File: config.mk
export PLATFORM = sky130hd
export DESIGN_NAME = lidar_polar_to_pixel
export DESIGN_NICKNAME = d
export VERILOG_FILES = /design/src/hdl/lpp_pkg.sv /design/src/hdl/lidar_polar_to_pixel.sv /design/src/hdl/lpp_trig.sv /design/src/hdl/lpp_project.sv /design/src/hdl/lpp_out.sv
export SDC_FILE = /design/constraint.sdc
export NUM_CORES = 2
export LEC_CHECK = 0
export BUFFER_PORTS_ARGS = -buffer_cell sky130_fd_sc_hd__buf_2
export CELL_PAD_IN_SITES_DETAIL_PLACEMENT = 1
export CELL_PAD_IN_SITES_GLOBAL_PLACEMENT = 1
export CORE_MARGIN = 2
export CORE_UTILIZATION = 30
export CTS_CLUSTER_DIAMETER = 120
export DETAILED_ROUTE_END_ITERATION = 6
export PLACE_DENSITY_LB_ADDON = 0.1
export SYNTH_ARGS = -nofsm -noshare
export SYNTH_HDL_FRONTEND = slang
export SYNTH_SLANG_ARGS = --single-unit
File: constraint.sdc
create_clock -name clock -period 22.2 [get_ports clock]
set_input_delay 3.33 -clock clock [delete_from_list [all_inputs] [get_ports clock]]
set_output_delay 3.33 -clock clock [all_outputs]
set_load 0.03 [all_outputs]
File: src/hdl/lpp_pkg.sv
// Shared constants, types and the quarter-wave sine table of the lidar pixel converter.
package lpp_pkg;

   // Field widths of the stream and register payloads.
   localparam int ANGLE_W    = 9;
   localparam int DIST_W     = 12;
   localparam int SCAN_W     = 8;
   localparam int COORD_W    = 12;
   localparam int REQ_DATA_W = 48;
   localparam int RSP_DATA_W = 24;
   localparam int CSR_ADDR_W = 4;
   localparam int CSR_DATA_W = 32;

   // Register indexes, taken from paddr[3:2].
   localparam logic [1:0] REG_CENTER_COL  = 2'd0;
   localparam logic [1:0] REG_CENTER_ROW  = 2'd1;
   localparam logic [1:0] REG_IMAGE_LIMIT = 2'd2;

   localparam logic [COORD_W-1:0] CENTER_COL_RESET  = 12'd400;
   localparam logic [COORD_W-1:0] CENTER_ROW_RESET  = 12'd400;
   localparam logic [COORD_W-1:0] IMAGE_LIMIT_RESET = 12'd800;

   // Angle constants in whole degrees.
   localparam logic [ANGLE_W-1:0] QUARTER_TURN_DEG = 9'd90;
   localparam logic [ANGLE_W-1:0] HALF_TURN_DEG    = 9'd180;
   localparam logic [ANGLE_W-1:0] THREE_QUARTER_DEG = 9'd270;
   localparam logic [ANGLE_W-1:0] FULL_TURN_DEG    = 9'd360;

   // Sine fixed point format: SIN_W bits hold 0..2^F, signed values take one more.
   localparam int SINE_FRAC_BITS = 15;
   localparam int SIN_W          = SINE_FRAC_BITS + 1;
   localparam int TABLE_LAST     = 90;
   localparam int PROJ_W         = SINE_FRAC_BITS + 15;

   typedef logic [TABLE_LAST:0][SIN_W-1:0] sin_table_type;

   // Results of one sample, handed from the projection stage to the output queue.
   typedef struct packed {
      logic               mark;
      logic               front_ok;
      logic [COORD_W-1:0] front_col;
      logic [COORD_W-1:0] front_row;
      logic               rear_ok;
      logic [COORD_W-1:0] rear_col;
      logic [COORD_W-1:0] rear_row;
   } bundle_type;

   // Table generation, evaluated only at elaboration.
   localparam logic [63:0] PI_Q60     = 64'h3243F6A8885A308D;
   localparam logic [63:0] ONE_Q60    = 64'h1000000000000000;
   localparam logic [63:0] DEG_PER_PI = 64'd180;

   function automatic logic [63:0] mul_q60(input logic [63:0] a, input logic [63:0] b);
      logic [127:0] p;
      p = {64'd0, a} * {64'd0, b};
      return p[123:60];
   endfunction

   function automatic sin_table_type build_sin_table();
      sin_table_type tbl;
      logic [63:0]   q;
      logic [63:0]   r;
      logic [63:0]   x;
      logic [63:0]   x2;
      logic [63:0]   term;
      logic [63:0]   sum;
      logic [63:0]   k64;
      tbl = '0;
      q   = PI_Q60 / DEG_PER_PI;
      r   = PI_Q60 % DEG_PER_PI;
      for (int k = 0; k <= TABLE_LAST; k++) begin
         k64  = 64'(k);
         x    = q * k64 + (r * k64) / DEG_PER_PI;
         x2   = mul_q60(x, x);
         term = x;
         sum  = x;
         for (int n = 1; n < 20 && term != 64'd0; n++) begin
            term = mul_q60(term, x2) / 64'((2 * n) * (2 * n + 1));
            if ((n % 2) == 1) begin
               sum = sum - term;
            end else begin
               sum = sum + term;
            end
         end
         if (sum > ONE_Q60) begin
            sum = ONE_Q60;
         end
         tbl[k] = SIN_W'((sum + (64'd1 << (59 - SINE_FRAC_BITS))) >> (60 - SINE_FRAC_BITS));
      end
      return tbl;
   endfunction

   localparam sin_table_type SIN_TABLE = build_sin_table();

endpackage

File: src/hdl/lidar_polar_to_pixel.sv
// Top level of the lidar sample to image pixel converter.
//
// Usage: each item on the req_ stream is one lidar sample (angle, front distance,
// rear distance, scan number). Each item on the rsp_ stream is one result: a point
// (tuser low, column and row in tdata) or a scan-end marker (tuser high, tdata zero).
// tlast is high on the final result that a sample causes. A sample may cause zero
// to three results; the first sample after reset only records its scan number.
// The csr_ port holds the origin column, origin row and image limit; write it only
// while the block is idle.
// The results of a sample pass through the input register, the table lookup
// register and the projection into the result register, from which its first
// result can be taken.
// Throughput: one sample per cycle while each sample yields at most one result and
// the receiver takes every result; otherwise the single result port sets the pace
// at one result per cycle while the receiver is ready.
// When the receiver stalls, samples without results still pass through; the result
// register, stage 2 and the input register each hold one sample with results, so up
// to three such samples are taken before req_tready drops. Reset clears the pipeline,
// the pending results and the scan tracking, and loads the register reset values.
module lidar_polar_to_pixel (
   input  logic                             clock,
   input  logic                             reset,
   // Sample stream. tdata: angle_deg[8:0], front_distance[20:9],
   // rear_distance[32:21], scan_id[40:33], zero fill[47:41].
   input  logic                             req_tvalid,
   output logic                             req_tready,
   input  logic [lpp_pkg::REQ_DATA_W-1:0]   req_tdata,
   // Result stream. tdata: pixel_col[11:0], pixel_row[23:12]. tuser: kind.
   output logic                             rsp_tvalid,
   input  logic                             rsp_tready,
   output logic [lpp_pkg::RSP_DATA_W-1:0]   rsp_tdata,
   output logic                             rsp_tuser,
   output logic                             rsp_tlast,
   // Register port.
   input  logic                             csr_psel,
   input  logic                             csr_penable,
   input  logic                             csr_pwrite,
   input  logic [lpp_pkg::CSR_ADDR_W-1:0]   csr_paddr,
   input  logic [lpp_pkg::CSR_DATA_W-1:0]   csr_pwdata,
   output logic [lpp_pkg::CSR_DATA_W-1:0]   csr_prdata,
   output logic                             csr_pready
);

   localparam int AW = lpp_pkg::ANGLE_W;
   localparam int DW = lpp_pkg::DIST_W;
   localparam int SW = lpp_pkg::SCAN_W;
   localparam int CW = lpp_pkg::COORD_W;
   localparam int TW = lpp_pkg::SIN_W + 1;

   // Configuration registers.
   logic [CW-1:0] center_col_ff, center_col_in;
   logic [CW-1:0] center_row_ff, center_row_in;
   logic [CW-1:0] image_limit_ff, image_limit_in;
   logic          csr_wr;

   // Scan tracking, updated in acceptance order.
   logic          started_ff, started_in;
   logic [SW-1:0] scan_ff, scan_in;

   // Unpacked input fields.
   logic [AW-1:0] req_angle;
   logic [DW-1:0] req_front;
   logic [DW-1:0] req_rear;
   logic [SW-1:0] req_scan;
   logic          req_fire;

   // Stage 1: accepted sample.
   logic          s1_v_ff, s1_v_in;
   logic [AW-1:0] s1_angle_ff, s1_angle_in;
   logic [DW-1:0] s1_front_ff, s1_front_in;
   logic [DW-1:0] s1_rear_ff, s1_rear_in;
   logic          s1_mark_ff, s1_mark_in;
   logic          s1_drop_ff, s1_drop_in;
   logic          s1_move;

   // Stage 2: sample with its sine and cosine.
   logic                 s2_v_ff, s2_v_in;
   logic signed [TW-1:0] s2_sin_ff, s2_sin_in;
   logic signed [TW-1:0] s2_cos_ff, s2_cos_in;
   logic [DW-1:0]        s2_front_ff, s2_front_in;
   logic [DW-1:0]        s2_rear_ff, s2_rear_in;
   logic                 s2_mark_ff, s2_mark_in;
   logic                 s2_drop_ff, s2_drop_in;
   logic                 s2_rdy;
   logic                 s2_go;

   logic signed [TW-1:0] trig_sin;
   logic signed [TW-1:0] trig_cos;
   logic signed [TW-1:0] rear_sin;
   logic signed [TW-1:0] rear_cos;

   logic                front_ok;
   logic [CW-1:0]       front_col;
   logic [CW-1:0]       front_row;
   logic                rear_ok;
   logic [CW-1:0]       rear_col;
   logic [CW-1:0]       rear_row;
   lpp_pkg::bundle_type bundle;
   logic                bundle_any;
   logic                load_en;
   logic                load_ok;

   // ---------------------------------------------------------------------------
   // Register port. Writes complete in the access phase; pready is always high.
   // ---------------------------------------------------------------------------
   assign csr_pready = 1'b1;
   assign csr_wr     = csr_psel && csr_penable && csr_pwrite;

   always_comb begin
      center_col_in  = center_col_ff;
      center_row_in  = center_row_ff;
      image_limit_in = image_limit_ff;
      if (csr_wr) begin
         case (csr_paddr[3:2])
            lpp_pkg::REG_CENTER_COL:  center_col_in  = csr_pwdata[CW-1:0];
            lpp_pkg::REG_CENTER_ROW:  center_row_in  = csr_pwdata[CW-1:0];
            lpp_pkg::REG_IMAGE_LIMIT: image_limit_in = csr_pwdata[CW-1:0];
            default: ;
         endcase
      end
   end

   always_comb begin
      case (csr_paddr[3:2])
         lpp_pkg::REG_CENTER_COL:  csr_prdata = 32'(center_col_ff);
         lpp_pkg::REG_CENTER_ROW:  csr_prdata = 32'(center_row_ff);
         lpp_pkg::REG_IMAGE_LIMIT: csr_prdata = 32'(image_limit_ff);
         default:                  csr_prdata = '0;
      endcase
   end

   always_ff @(posedge clock) begin
      if (reset) begin
         center_col_ff  <= lpp_pkg::CENTER_COL_RESET;
         center_row_ff  <= lpp_pkg::CENTER_ROW_RESET;
         image_limit_ff <= lpp_pkg::IMAGE_LIMIT_RESET;
      end else begin
         center_col_ff  <= center_col_in;
         center_row_ff  <= center_row_in;
         image_limit_ff <= image_limit_in;
      end
   end

   // ---------------------------------------------------------------------------
   // Handshake chain. Each stage moves when the one after it is empty or moving.
   // A sample with no results leaves stage 2 without touching the result register.
   // ---------------------------------------------------------------------------
   assign s2_go      = !bundle_any || load_ok;
   assign s2_rdy     = !s2_v_ff || s2_go;
   assign s1_move    = s1_v_ff && s2_rdy;
   assign req_tready = !s1_v_ff || s2_rdy;
   assign req_fire   = req_tvalid && req_tready;
   assign load_en    = s2_v_ff && bundle_any && load_ok;

   assign req_angle = req_tdata[8:0];
   assign req_front = req_tdata[20:9];
   assign req_rear  = req_tdata[32:21];
   assign req_scan  = req_tdata[40:33];

   // The first sample only records its scan number; later a new scan number
   // puts a scan-end marker ahead of the points of that sample.
   always_comb begin
      started_in  = started_ff;
      scan_in     = scan_ff;
      s1_v_in     = req_fire || (s1_v_ff && !s2_rdy);
      s1_angle_in = s1_angle_ff;
      s1_front_in = s1_front_ff;
      s1_rear_in  = s1_rear_ff;
      s1_mark_in  = s1_mark_ff;
      s1_drop_in  = s1_drop_ff;
      if (req_fire) begin
         started_in  = 1'b1;
         scan_in     = req_scan;
         s1_angle_in = req_angle;
         s1_front_in = req_front;
         s1_rear_in  = req_rear;
         s1_mark_in  = started_ff && (req_scan != scan_ff);
         s1_drop_in  = !started_ff;
      end
   end

   // Stage 1 to stage 2: angle reduction and table lookup.
   lpp_trig u_trig (
      .angle_deg (s1_angle_ff),
      .sin_val   (trig_sin),
      .cos_val   (trig_cos)
   );

   always_comb begin
      s2_v_in     = s1_move || (s2_v_ff && !s2_go);
      s2_sin_in   = s2_sin_ff;
      s2_cos_in   = s2_cos_ff;
      s2_front_in = s2_front_ff;
      s2_rear_in  = s2_rear_ff;
      s2_mark_in  = s2_mark_ff;
      s2_drop_in  = s2_drop_ff;
      if (s1_move) begin
         s2_sin_in   = trig_sin;
         s2_cos_in   = trig_cos;
         s2_front_in = s1_front_ff;
         s2_rear_in  = s1_rear_ff;
         s2_mark_in  = s1_mark_ff;
         s2_drop_in  = s1_drop_ff;
      end
   end

   always_ff @(posedge clock) begin
      if (reset) begin
         started_ff <= 1'b0;
         scan_ff    <= '0;
         s1_v_ff    <= 1'b0;
         s2_v_ff    <= 1'b0;
      end else begin
         started_ff <= started_in;
         scan_ff    <= scan_in;
         s1_v_ff    <= s1_v_in;
         s2_v_ff    <= s2_v_in;
      end
   end

   always_ff @(posedge clock) begin
      s1_angle_ff <= s1_angle_in;
      s1_front_ff <= s1_front_in;
      s1_rear_ff  <= s1_rear_in;
      s1_mark_ff  <= s1_mark_in;
      s1_drop_ff  <= s1_drop_in;
      s2_sin_ff   <= s2_sin_in;
      s2_cos_ff   <= s2_cos_in;
      s2_front_ff <= s2_front_in;
      s2_rear_ff  <= s2_rear_in;
      s2_mark_ff  <= s2_mark_in;
      s2_drop_ff  <= s2_drop_in;
   end

   // ---------------------------------------------------------------------------
   // Stage 2 to result register: both projections side by side. The rear beam is
   // half a turn away, so its sine and cosine are the negated front values.
   // ---------------------------------------------------------------------------
   assign rear_sin = -s2_sin_ff;
   assign rear_cos = -s2_cos_ff;

   lpp_project u_front (
      .center_col  (center_col_ff),
      .center_row  (center_row_ff),
      .image_limit (image_limit_ff),
      .distance    (s2_front_ff),
      .cos_val     (s2_cos_ff),
      .sin_val     (s2_sin_ff),
      .point_ok    (front_ok),
      .pixel_col   (front_col),
      .pixel_row   (front_row)
   );

   lpp_project u_rear (
      .center_col  (center_col_ff),
      .center_row  (center_row_ff),
      .image_limit (image_limit_ff),
      .distance    (s2_rear_ff),
      .cos_val     (rear_cos),
      .sin_val     (rear_sin),
      .point_ok    (rear_ok),
      .pixel_col   (rear_col),
      .pixel_row   (rear_row)
   );

   always_comb begin
      bundle.mark      = s2_mark_ff && !s2_drop_ff;
      bundle.front_ok  = front_ok && !s2_drop_ff;
      bundle.front_col = front_col;
      bundle.front_row = front_row;
      bundle.rear_ok   = rear_ok && !s2_drop_ff;
      bundle.rear_col  = rear_col;
      bundle.rear_row  = rear_row;
      bundle_any       = bundle.mark || bundle.front_ok || bundle.rear_ok;
   end

   // Result register and serializer: marker first, then front, then rear point.
   lpp_out u_out (
      .clock      (clock),
      .reset      (reset),
      .load_en    (load_en),
      .load       (bundle),
      .load_ok    (load_ok),
      .rsp_tvalid (rsp_tvalid),
      .rsp_tready (rsp_tready),
      .rsp_tdata  (rsp_tdata),
      .rsp_tuser  (rsp_tuser),
      .rsp_tlast  (rsp_tlast)
   );

`ifndef SYNTHESIS
   // A scan-end marker never carries coordinates.
   a_marker_zero: assert property (@(posedge clock) disable iff (reset)
      (rsp_tvalid && rsp_tuser) |-> (rsp_tdata == '0))
      else $error("scan-end marker with nonzero coordinates");

   // A marker only ever leads its group, so a taken non-final result is followed
   // by a pending point.
   a_marker_first: assert property (@(posedge clock) disable iff (reset)
      (rsp_tvalid && rsp_tready && !rsp_tlast) |=> (rsp_tvalid && !rsp_tuser))
      else $error("result group broken or marker not first");

   // The input side only stalls when the input register holds a waiting sample.
   a_stall_holds: assert property (@(posedge clock) disable iff (reset)
      !req_tready |-> s1_v_ff)
      else $error("input stalled with an empty input register");
`endif

endmodule

File: src/hdl/lpp_trig.sv
// Angle reduction and sine/cosine lookup from the quarter-wave table.
module lpp_trig (
   input  logic [lpp_pkg::ANGLE_W-1:0]    angle_deg,
   output logic signed [lpp_pkg::SIN_W:0] sin_val,
   output logic signed [lpp_pkg::SIN_W:0] cos_val
);

   localparam int AW = lpp_pkg::ANGLE_W;

   logic [AW-1:0] angle_red;
   logic [AW:0]   cos_sum;
   logic [AW-1:0] cos_angle;

   // Quadrant folding of a reduced angle onto the table.
   function automatic logic signed [lpp_pkg::SIN_W:0] sin_lookup(input logic [AW-1:0] a);
      logic [6:0] idx;
      logic       negate;
      if (a <= lpp_pkg::QUARTER_TURN_DEG) begin
         idx    = a[6:0];
         negate = 1'b0;
      end else if (a <= lpp_pkg::HALF_TURN_DEG) begin
         idx    = 7'(lpp_pkg::HALF_TURN_DEG - a);
         negate = 1'b0;
      end else if (a <= lpp_pkg::THREE_QUARTER_DEG) begin
         idx    = 7'(a - lpp_pkg::HALF_TURN_DEG);
         negate = 1'b1;
      end else begin
         idx    = 7'(lpp_pkg::FULL_TURN_DEG - a);
         negate = 1'b1;
      end
      if (negate) begin
         return -$signed({1'b0, lpp_pkg::SIN_TABLE[idx]});
      end
      return $signed({1'b0, lpp_pkg::SIN_TABLE[idx]});
   endfunction

   always_comb begin
      angle_red = (angle_deg >= lpp_pkg::FULL_TURN_DEG) ?
                  angle_deg - lpp_pkg::FULL_TURN_DEG : angle_deg;
      cos_sum   = {1'b0, angle_red} + {1'b0, lpp_pkg::QUARTER_TURN_DEG};
      cos_angle = (cos_sum >= {1'b0, lpp_pkg::FULL_TURN_DEG}) ?
                  AW'(cos_sum - {1'b0, lpp_pkg::FULL_TURN_DEG}) : cos_sum[AW-1:0];
   end

   assign sin_val = sin_lookup(angle_red);
   assign cos_val = sin_lookup(cos_angle);

endmodule

File: src/hdl/lpp_project.sv
// Projection of one distance onto pixel coordinates with truncation and bounds check.
module lpp_project (
   input  logic [lpp_pkg::COORD_W-1:0]    center_col,
   input  logic [lpp_pkg::COORD_W-1:0]    center_row,
   input  logic [lpp_pkg::COORD_W-1:0]    image_limit,
   input  logic [lpp_pkg::DIST_W-1:0]     distance,
   input  logic signed [lpp_pkg::SIN_W:0] cos_val,
   input  logic signed [lpp_pkg::SIN_W:0] sin_val,
   output logic                           point_ok,
   output logic [lpp_pkg::COORD_W-1:0]    pixel_col,
   output logic [lpp_pkg::COORD_W-1:0]    pixel_row
);

   localparam int F  = lpp_pkg::SINE_FRAC_BITS;
   localparam int VW = lpp_pkg::PROJ_W;
   localparam int QW = VW - F;

   logic signed [lpp_pkg::DIST_W:0] dist_s;
   logic signed [VW-1:0]            prod_c;
   logic signed [VW-1:0]            prod_s;
   logic signed [VW-1:0]            col_base;
   logic signed [VW-1:0]            row_base;
   logic signed [VW-1:0]            col_acc;
   logic signed [VW-1:0]            row_acc;
   logic [VW-1:0]                   col_mag;
   logic [VW-1:0]                   row_mag;
   logic [QW-1:0]                   col_q;
   logic [QW-1:0]                   row_q;
   logic                            col_good;
   logic                            row_good;

   assign dist_s   = $signed({1'b0, distance});
   assign prod_c   = dist_s * cos_val;
   assign prod_s   = dist_s * sin_val;
   assign col_base = $signed({3'b000, center_col, {F{1'b0}}});
   assign row_base = $signed({3'b000, center_row, {F{1'b0}}});
   assign col_acc  = col_base + prod_c;
   assign row_acc  = row_base - prod_s;

   // Truncation toward zero works on the magnitude; a value just below zero lands on zero.
   always_comb begin
      col_mag  = col_acc[VW-1] ? $unsigned(-col_acc) : $unsigned(col_acc);
      row_mag  = row_acc[VW-1] ? $unsigned(-row_acc) : $unsigned(row_acc);
      col_q    = col_mag[VW-1:F];
      row_q    = row_mag[VW-1:F];
      col_good = (!col_acc[VW-1] || col_q == '0) && (col_q <= QW'(image_limit));
      row_good = (!row_acc[VW-1] || row_q == '0) && (row_q <= QW'(image_limit));
   end

   assign point_ok  = col_good && row_good;
   assign pixel_col = col_q[lpp_pkg::COORD_W-1:0];
   assign pixel_row = row_q[lpp_pkg::COORD_W-1:0];

endmodule

File: src/hdl/lpp_out.sv
// Result register that holds the results of one sample and sends them one item at a time.
module lpp_out (
   input  logic                             clock,
   input  logic                             reset,
   input  logic                             load_en,
   input  lpp_pkg::bundle_type              load,
   output logic                             load_ok,
   output logic                             rsp_tvalid,
   input  logic                             rsp_tready,
   output logic [lpp_pkg::RSP_DATA_W-1:0]   rsp_tdata,
   output logic                             rsp_tuser,
   output logic                             rsp_tlast
);

   localparam int CW = lpp_pkg::COORD_W;

   // Pending bits: marker, front point, rear point, sent from the lowest up.
   logic [2:0]    pend_ff;
   logic [2:0]    pend_in;
   logic [CW-1:0] front_col_ff, front_col_in;
   logic [CW-1:0] front_row_ff, front_row_in;
   logic [CW-1:0] rear_col_ff, rear_col_in;
   logic [CW-1:0] rear_row_ff, rear_row_in;
   logic [2:0]    pend_rest;
   logic          rsp_fire;

   assign pend_rest  = pend_ff & (pend_ff - 3'd1);
   assign rsp_tvalid = (pend_ff != 3'b000);
   assign rsp_tlast  = rsp_tvalid && (pend_rest == 3'b000);
   assign rsp_tuser  = pend_ff[0];
   assign rsp_fire   = rsp_tvalid && rsp_tready;
   assign load_ok    = !rsp_tvalid || (rsp_fire && rsp_tlast);

   always_comb begin
      if (pend_ff[0]) begin
         rsp_tdata = '0;
      end else if (pend_ff[1]) begin
         rsp_tdata = {front_row_ff, front_col_ff};
      end else begin
         rsp_tdata = {rear_row_ff, rear_col_ff};
      end
   end

   always_comb begin
      pend_in      = pend_ff;
      front_col_in = front_col_ff;
      front_row_in = front_row_ff;
      rear_col_in  = rear_col_ff;
      rear_row_in  = rear_row_ff;
      if (load_en) begin
         pend_in      = {load.rear_ok, load.front_ok, load.mark};
         front_col_in = load.front_col;
         front_row_in = load.front_row;
         rear_col_in  = load.rear_col;
         rear_row_in  = load.rear_row;
      end else if (rsp_fire) begin
         pend_in = pend_rest;
      end
   end

   always_ff @(posedge clock) begin
      if (reset) begin
         pend_ff <= 3'b000;
      end else begin
         pend_ff <= pend_in;
      end
   end

   always_ff @(posedge clock) begin
      front_col_ff <= front_col_in;
      front_row_ff <= front_row_in;
      rear_col_ff  <= rear_col_in;
      rear_row_ff  <= rear_row_in;
   end

endmodule
---- Word-level counts from Yosys, hierarchy flattened ----
Memories as Yosys holds them, arrays and structs flattened.
Cells that the tools add are included.
storage, ports and cells
  input bits .............................. 91
  bits in read-only memories .............. 4,096
  memories ................................ 2
  register bits ........................... 193
  output and inout port bits .............. 61
cells by class
  reduce and logical (&&, ||, !) cells .... 56
  eq/ne operators ......................... 3
  muxes and demuxes ....................... 29
  bitwise operators ....................... 1
  multiply operators ...................... 4
  magnitude comparators ................... 14
  add/sub/neg operators ................... 22
memory list
  memory            depth  bits a word  read ports  clocked after memory_dff  wr ports  line            RTL
  (name not given)  128    16           1           0                         0         lpp_trig.sv:32  return -$signed({1'b0, lpp_pkg::SIN_TABLE[idx]});
  (name not given)  128    16           1           0                         0         lpp_trig.sv:32
operators with widths
  kind                 number
  $mul 13x17->30       4
  $mux 30              4
  $neg 30->30          4
  $mux 16              4
  $add 28x30->30       2
  $le 15x12->1         4
  $logic_not 15->1     4
  $sub 28x30->30       2
  $mux 24              2
  $mux 7               6
  $pmux 12 s3          1
  $mux 17              2
  $neg 16->17          2
  $neg 17->17          2
  $logic_and 1x1->1    21
  $le 9x7->1 const B   2
  $le 9x8->1 const B   2
  $le 9x9->1 const B   2
  $mux 9               2
  $sub 9x9->9 const B  2
  $lt 7x8->1 const B   2
  $sub 6x7->7 const A  2
  $sub 7x6->7 const B  2
  $sub 7x7->7 const A  2
  other kinds (17)     47

---- Longest topological paths before layout ----
  word-level depth ........................ 17
  depth in mapped cells ................... 55

---- Cells and area by module ----
From an unflattened synthesis, not the netlist that was laid out.
second synthesis, totals
  cell total of the unflattened synthesis .. 6,011
  area, all modules ....................... 52,081.2 um^2
by module, submodules not included
  module                 area each (um^2)  cells an instance  times used
  lpp_project (u_front)  18,720.5          2,215              1
  lpp_project (u_rear)   18,595.3          2,168              1
  lpp_trig               7,113.1           1,048              1
  lidar_polar_to_pixel   5,640.4           457                1
  lpp_out                2,011.9           123                1

---- Worst setup path before layout ----
OpenSTA, ideal clock, no wires.
  path type ............................... reg-to-output
  start point ............................. register s2_sin_ff[0]
  end point ............................... output req_tready
  setup slack ............................. 7.404 ns
  stages on the path, launching flop included .. 48
  arrival ................................. 11.466 ns
  required time ........................... 18.870 ns
  cell sequence ........................... edfxtp_1 clkbuf_1 clkbuf_1 inv_1 ha_1 nand2_1 or4_1 nor3_1 xnor2_1 clkbuf_1 nand2_1 inv_1 fa_1 fa_1 inv_1 fa_1 fa_1 fa_1 (+12 left out) xnor2_1 ha_1 nor2b_1 o21a_1 o21a_1 o21a_1 o21ai_0 nand2b_1 a21oi_1 o21ai_0 a21oi_1 nor2_1 nor2_1 o21ai_0 a2111oi_0 o221ai_1 nand3_1 nand4_1
RTL lines
  element                   line                         RTL
  start: declaration        lidar_polar_to_pixel.sv:78   logic signed [TW-1:0] s2_sin_ff, s2_sin_in;
  start signal: assignment  lidar_polar_to_pixel.sv:227  s2_sin_ff <= s2_sin_in;
  end: declaration          lidar_polar_to_pixel.sv:26   output logic req_tready,

==> results.md <==
* Slew Limit Fails at 0
* Vias post-DR at 40,200
* RSZ-0062 raised after global routing: false
* Synth-to-layout area growth at 7.10%
* Reg2reg start: s2_sin_ff[2]
* Antenna violations before repair at 11
* Setup violators final at 0
* Die H at 415 um
* Post-Synthesis Cells at 5,828
* Hold Crit Class: reg -> reg
* Period utilization at 77.1%
* Largest net degree at the start of global routing at 54
* Setup TNS at 0 ps
* Bufs and invs on worst path at 4
* Fraction of layout cells with a size suffix above 1 at 5.55%
* Fmax at 58.4 MHz
* #FFs+latches synth at 193
* Number of synthesized flops with an enable pin at 143
* Wire length per cell at 21.7 um
* Grt ovf at 0
* I/O Buffers at 101
* Critical R2R Capture: s2_rear_ff[8]
* Final net count at 7,127
* Root Driver: clkbuf_16
* Status: finished clean
* Global-route wire length before repair at 268 mm
* Slew HR at 17.8%
* # rows at 150
* CP Launch Type: flop
* Core area at 167,000 um^2
* Drc violations at 0
* Syn_area_per_cell at 8.68 um^2
* Commonest non-fill, non-tap cells in the layout: inv_1 (1,039), fa_1 (826), nand2_1 (690)
* Die width at 415 um
* Global Route Usage Sum at 20.2%
* CP most frequent cell: fa_1
* Post-DP HPWL at 137 mm
* CTS tree: yes
* Area of the die at 172,000 um^2
* Starting density of the core at 30.2%
* Hold Violations, Final at 0
* Vias/cell at 5.03
* Crit-path max cell delay at 710 ps
* Clock skew at 27.0 ps
* Initial DRC Count at 1,900
* Cell Area, Synth at 50,600 um^2
* Clock sink count at 193
* Worst Tran Pin Value at 1230 ps
* R2R setup slack at 7880 ps
* Post-synth top flop: edfxtp_1
* Critical path's slowest cell: edfxtp_1
* Hold path endpoint: s2_rear_ff[9]
* Worst-path fanout max at 16
* Reg clk slew, reported paths at 80 ps
* MaxCap Viol Count at 0
* Asr flop ratio synth at 0%
* Placer Congestion at 0.828
* Setup Buffers After CTS at 0
* Leading cell type in the layout, fill and taps excluded: inv_1
* H-tree Lvls at 4
* Max clock buf depth at 2
* Syn. warnings at 0
* Worst Hold Launch: s1_rear_ff[9]
* Delay-heaviest family, CP: compound AO/OA/AOI/OAI gates
* Post-CTS Resized at 0
* Min Tclk post-route at 17,120 ps
* DR pass1 iterations at 5
* Hold Path Stages at 0
* CP Class: reg -> out
* Routed WL at 173 mm
* Required time worst endpoint at 18,870 ps
* Num CTS Buffers at 17
* Synth cell types at 111
* Hold Buf Count CTS at 0
* Setup crit end kind: output port
* Vias in the first global route at 43,600
* Seq/Total Area, Yosys at 10.5%
* I/O Pins at 152
* Critical path arrival at 13,790 ps
* Clock latency on the worst-skew pair at 560 ps
* DRT antenna net count at 0
* Reg2Reg Depth at 49
## worst register-to-register path: cells and delay by family, from the launching register on
family                   cells  cell delay [ps]
buffers and inverters        6             1780
AND/OR/NAND/NOR             15             4040
flip-flops                   1              710
adder cells (fa/ha/maj)      8             3550
AO/OA/AOI/OAI               18             3350
XOR/XNOR                     2              480
## worst max-delay path by stage
stage | from | to | cells past startpoint
4_1_cts | s2_sin_ff[2] | req_tready | 43
5_1_grt | s2_sin_ff[2] | req_tready | 43
3_3_place_gp | s2_sin_ff[2] | req_tready | 43
6_report | s2_sin_ff[2] | req_tready | 43
3_5_place_dp | s2_sin_ff[2] | req_tready | 43
2_1_floorplan | s2_sin_ff[0] | req_tready | 47
## synthesized netlist by cell type, types with 10 or more instances
master / count / area [um^2]
mux2i_1: 75 / 751
fa_1: 826 / 16500
nand2b_1: 27 / 169
or4_1: 19 / 143
dfxtp_1: 50 / 1000
ha_1: 435 / 5440
o211ai_1: 51 / 383
o21ai_0: 155 / 776
nor2_1: 224 / 841
o41ai_1: 10 / 87.6
xnor2_1: 149 / 1310
inv_1: 1039 / 3900
a21o_1: 62 / 465
mux2_2: 10 / 113
a2111oi_0: 17 / 149
edfxtp_1: 143 / 4290
a21oi_1: 229 / 1150
or2_2: 13 / 81.3
nor4_1: 25 / 156
and2_1: 453 / 2830
nand3_1: 82 / 410
buf_2: 18 / 90.1
and3_1: 41 / 257
a211oi_1: 50 / 375
clkbuf_1: 239 / 897
o21a_1: 33 / 248
a31oi_1: 29 / 181
buf_4: 28 / 210
nand2_1: 690 / 2590
nand4_1: 38 / 238
or3_1: 41 / 257
o22ai_1: 10 / 62.6
o2111ai_1: 14 / 123
xor2_1: 74 / 648
nor3_1: 91 / 455
o311ai_0: 16 / 140
a311oi_1: 17 / 149
o21bai_1: 13 / 97.6
nor2b_1: 29 / 181
o31ai_1: 25 / 188
nor3b_1: 15 / 113
## cell type report
class                   instances  area, um^2
inverters                    1045        3930
multi-input cells            4311       40300
flip-flops and latches        193        5300
diodes                          3        7.51
clock inverters                14         165
repair buffers                207        1300
clock buffers                  18         439
fillers                     19700      113000
well taps                    2204        2760
## cells by family after synthesis
family,Yosys count,synth area share [%]
flip-flops,193,10.5
AND/OR/NAND/NOR,1839,18.2
adder cells (fa/ha/maj),1262,43.5
AO/OA/AOI/OAI,876,11.8
buffers and inverters,1343,10.3
other,2,0.0148
multiplexers,88,1.84
XOR/XNOR,225,3.95
## stage by stage
stage / setup slack (ps) / hold slack [ps] / cell area (um^2) / instances / util, %
2_1_floorplan: 7400 / 400 / 50700 / 5847 / -
3_3_place_gp: 5780 / 404 / 53600 / 7960 / 32.0
3_5_place_dp: 5720 / 406 / 53600 / 7960 / 32.0
4_1_cts: 5050 / 425 / 54200 / 7992 / 32.4
5_1_grt: 4160 / 431 / 54200 / 7993 / 32.4
6_report: 5080 / 424 / 54200 / 7995 / 32.4
## routing by layer
| metal | vias up | GRT usage (%) | wire (um) |
|---|---|---|---|
| met5 | - | 0 | 7 |
| met4 | 2 | 4.24 | 3080 |
| met3 | 114 | 2.05 | 6220 |
| met2 | 613 | 33.5 | 81600 |
| met1 | 20800 | 28.5 | 82200 |
| li1 | 18700 | - | - |
## state kept, by name, summed over array words and instances, names as in the netlist, 3 cells and up
signal and cells:
center_col_ff 12, u_out.rear_col_ff 12, s2_front_ff 12, center_row_ff 12, u_out.rear_row_ff 12, s2_sin_ff 17
image_limit_ff 12, s2_cos_ff 17, scan_ff 8, s2_rear_ff 12, s1_front_ff 12, u_out.pend_ff 3
u_out.front_col_ff 12, s1_angle_ff 9, s1_rear_ff 12, u_out.front_row_ff 12
Power is not shown: default switching activity piles up to over one toggle a cycle in this logic, so the estimate is an artifact.
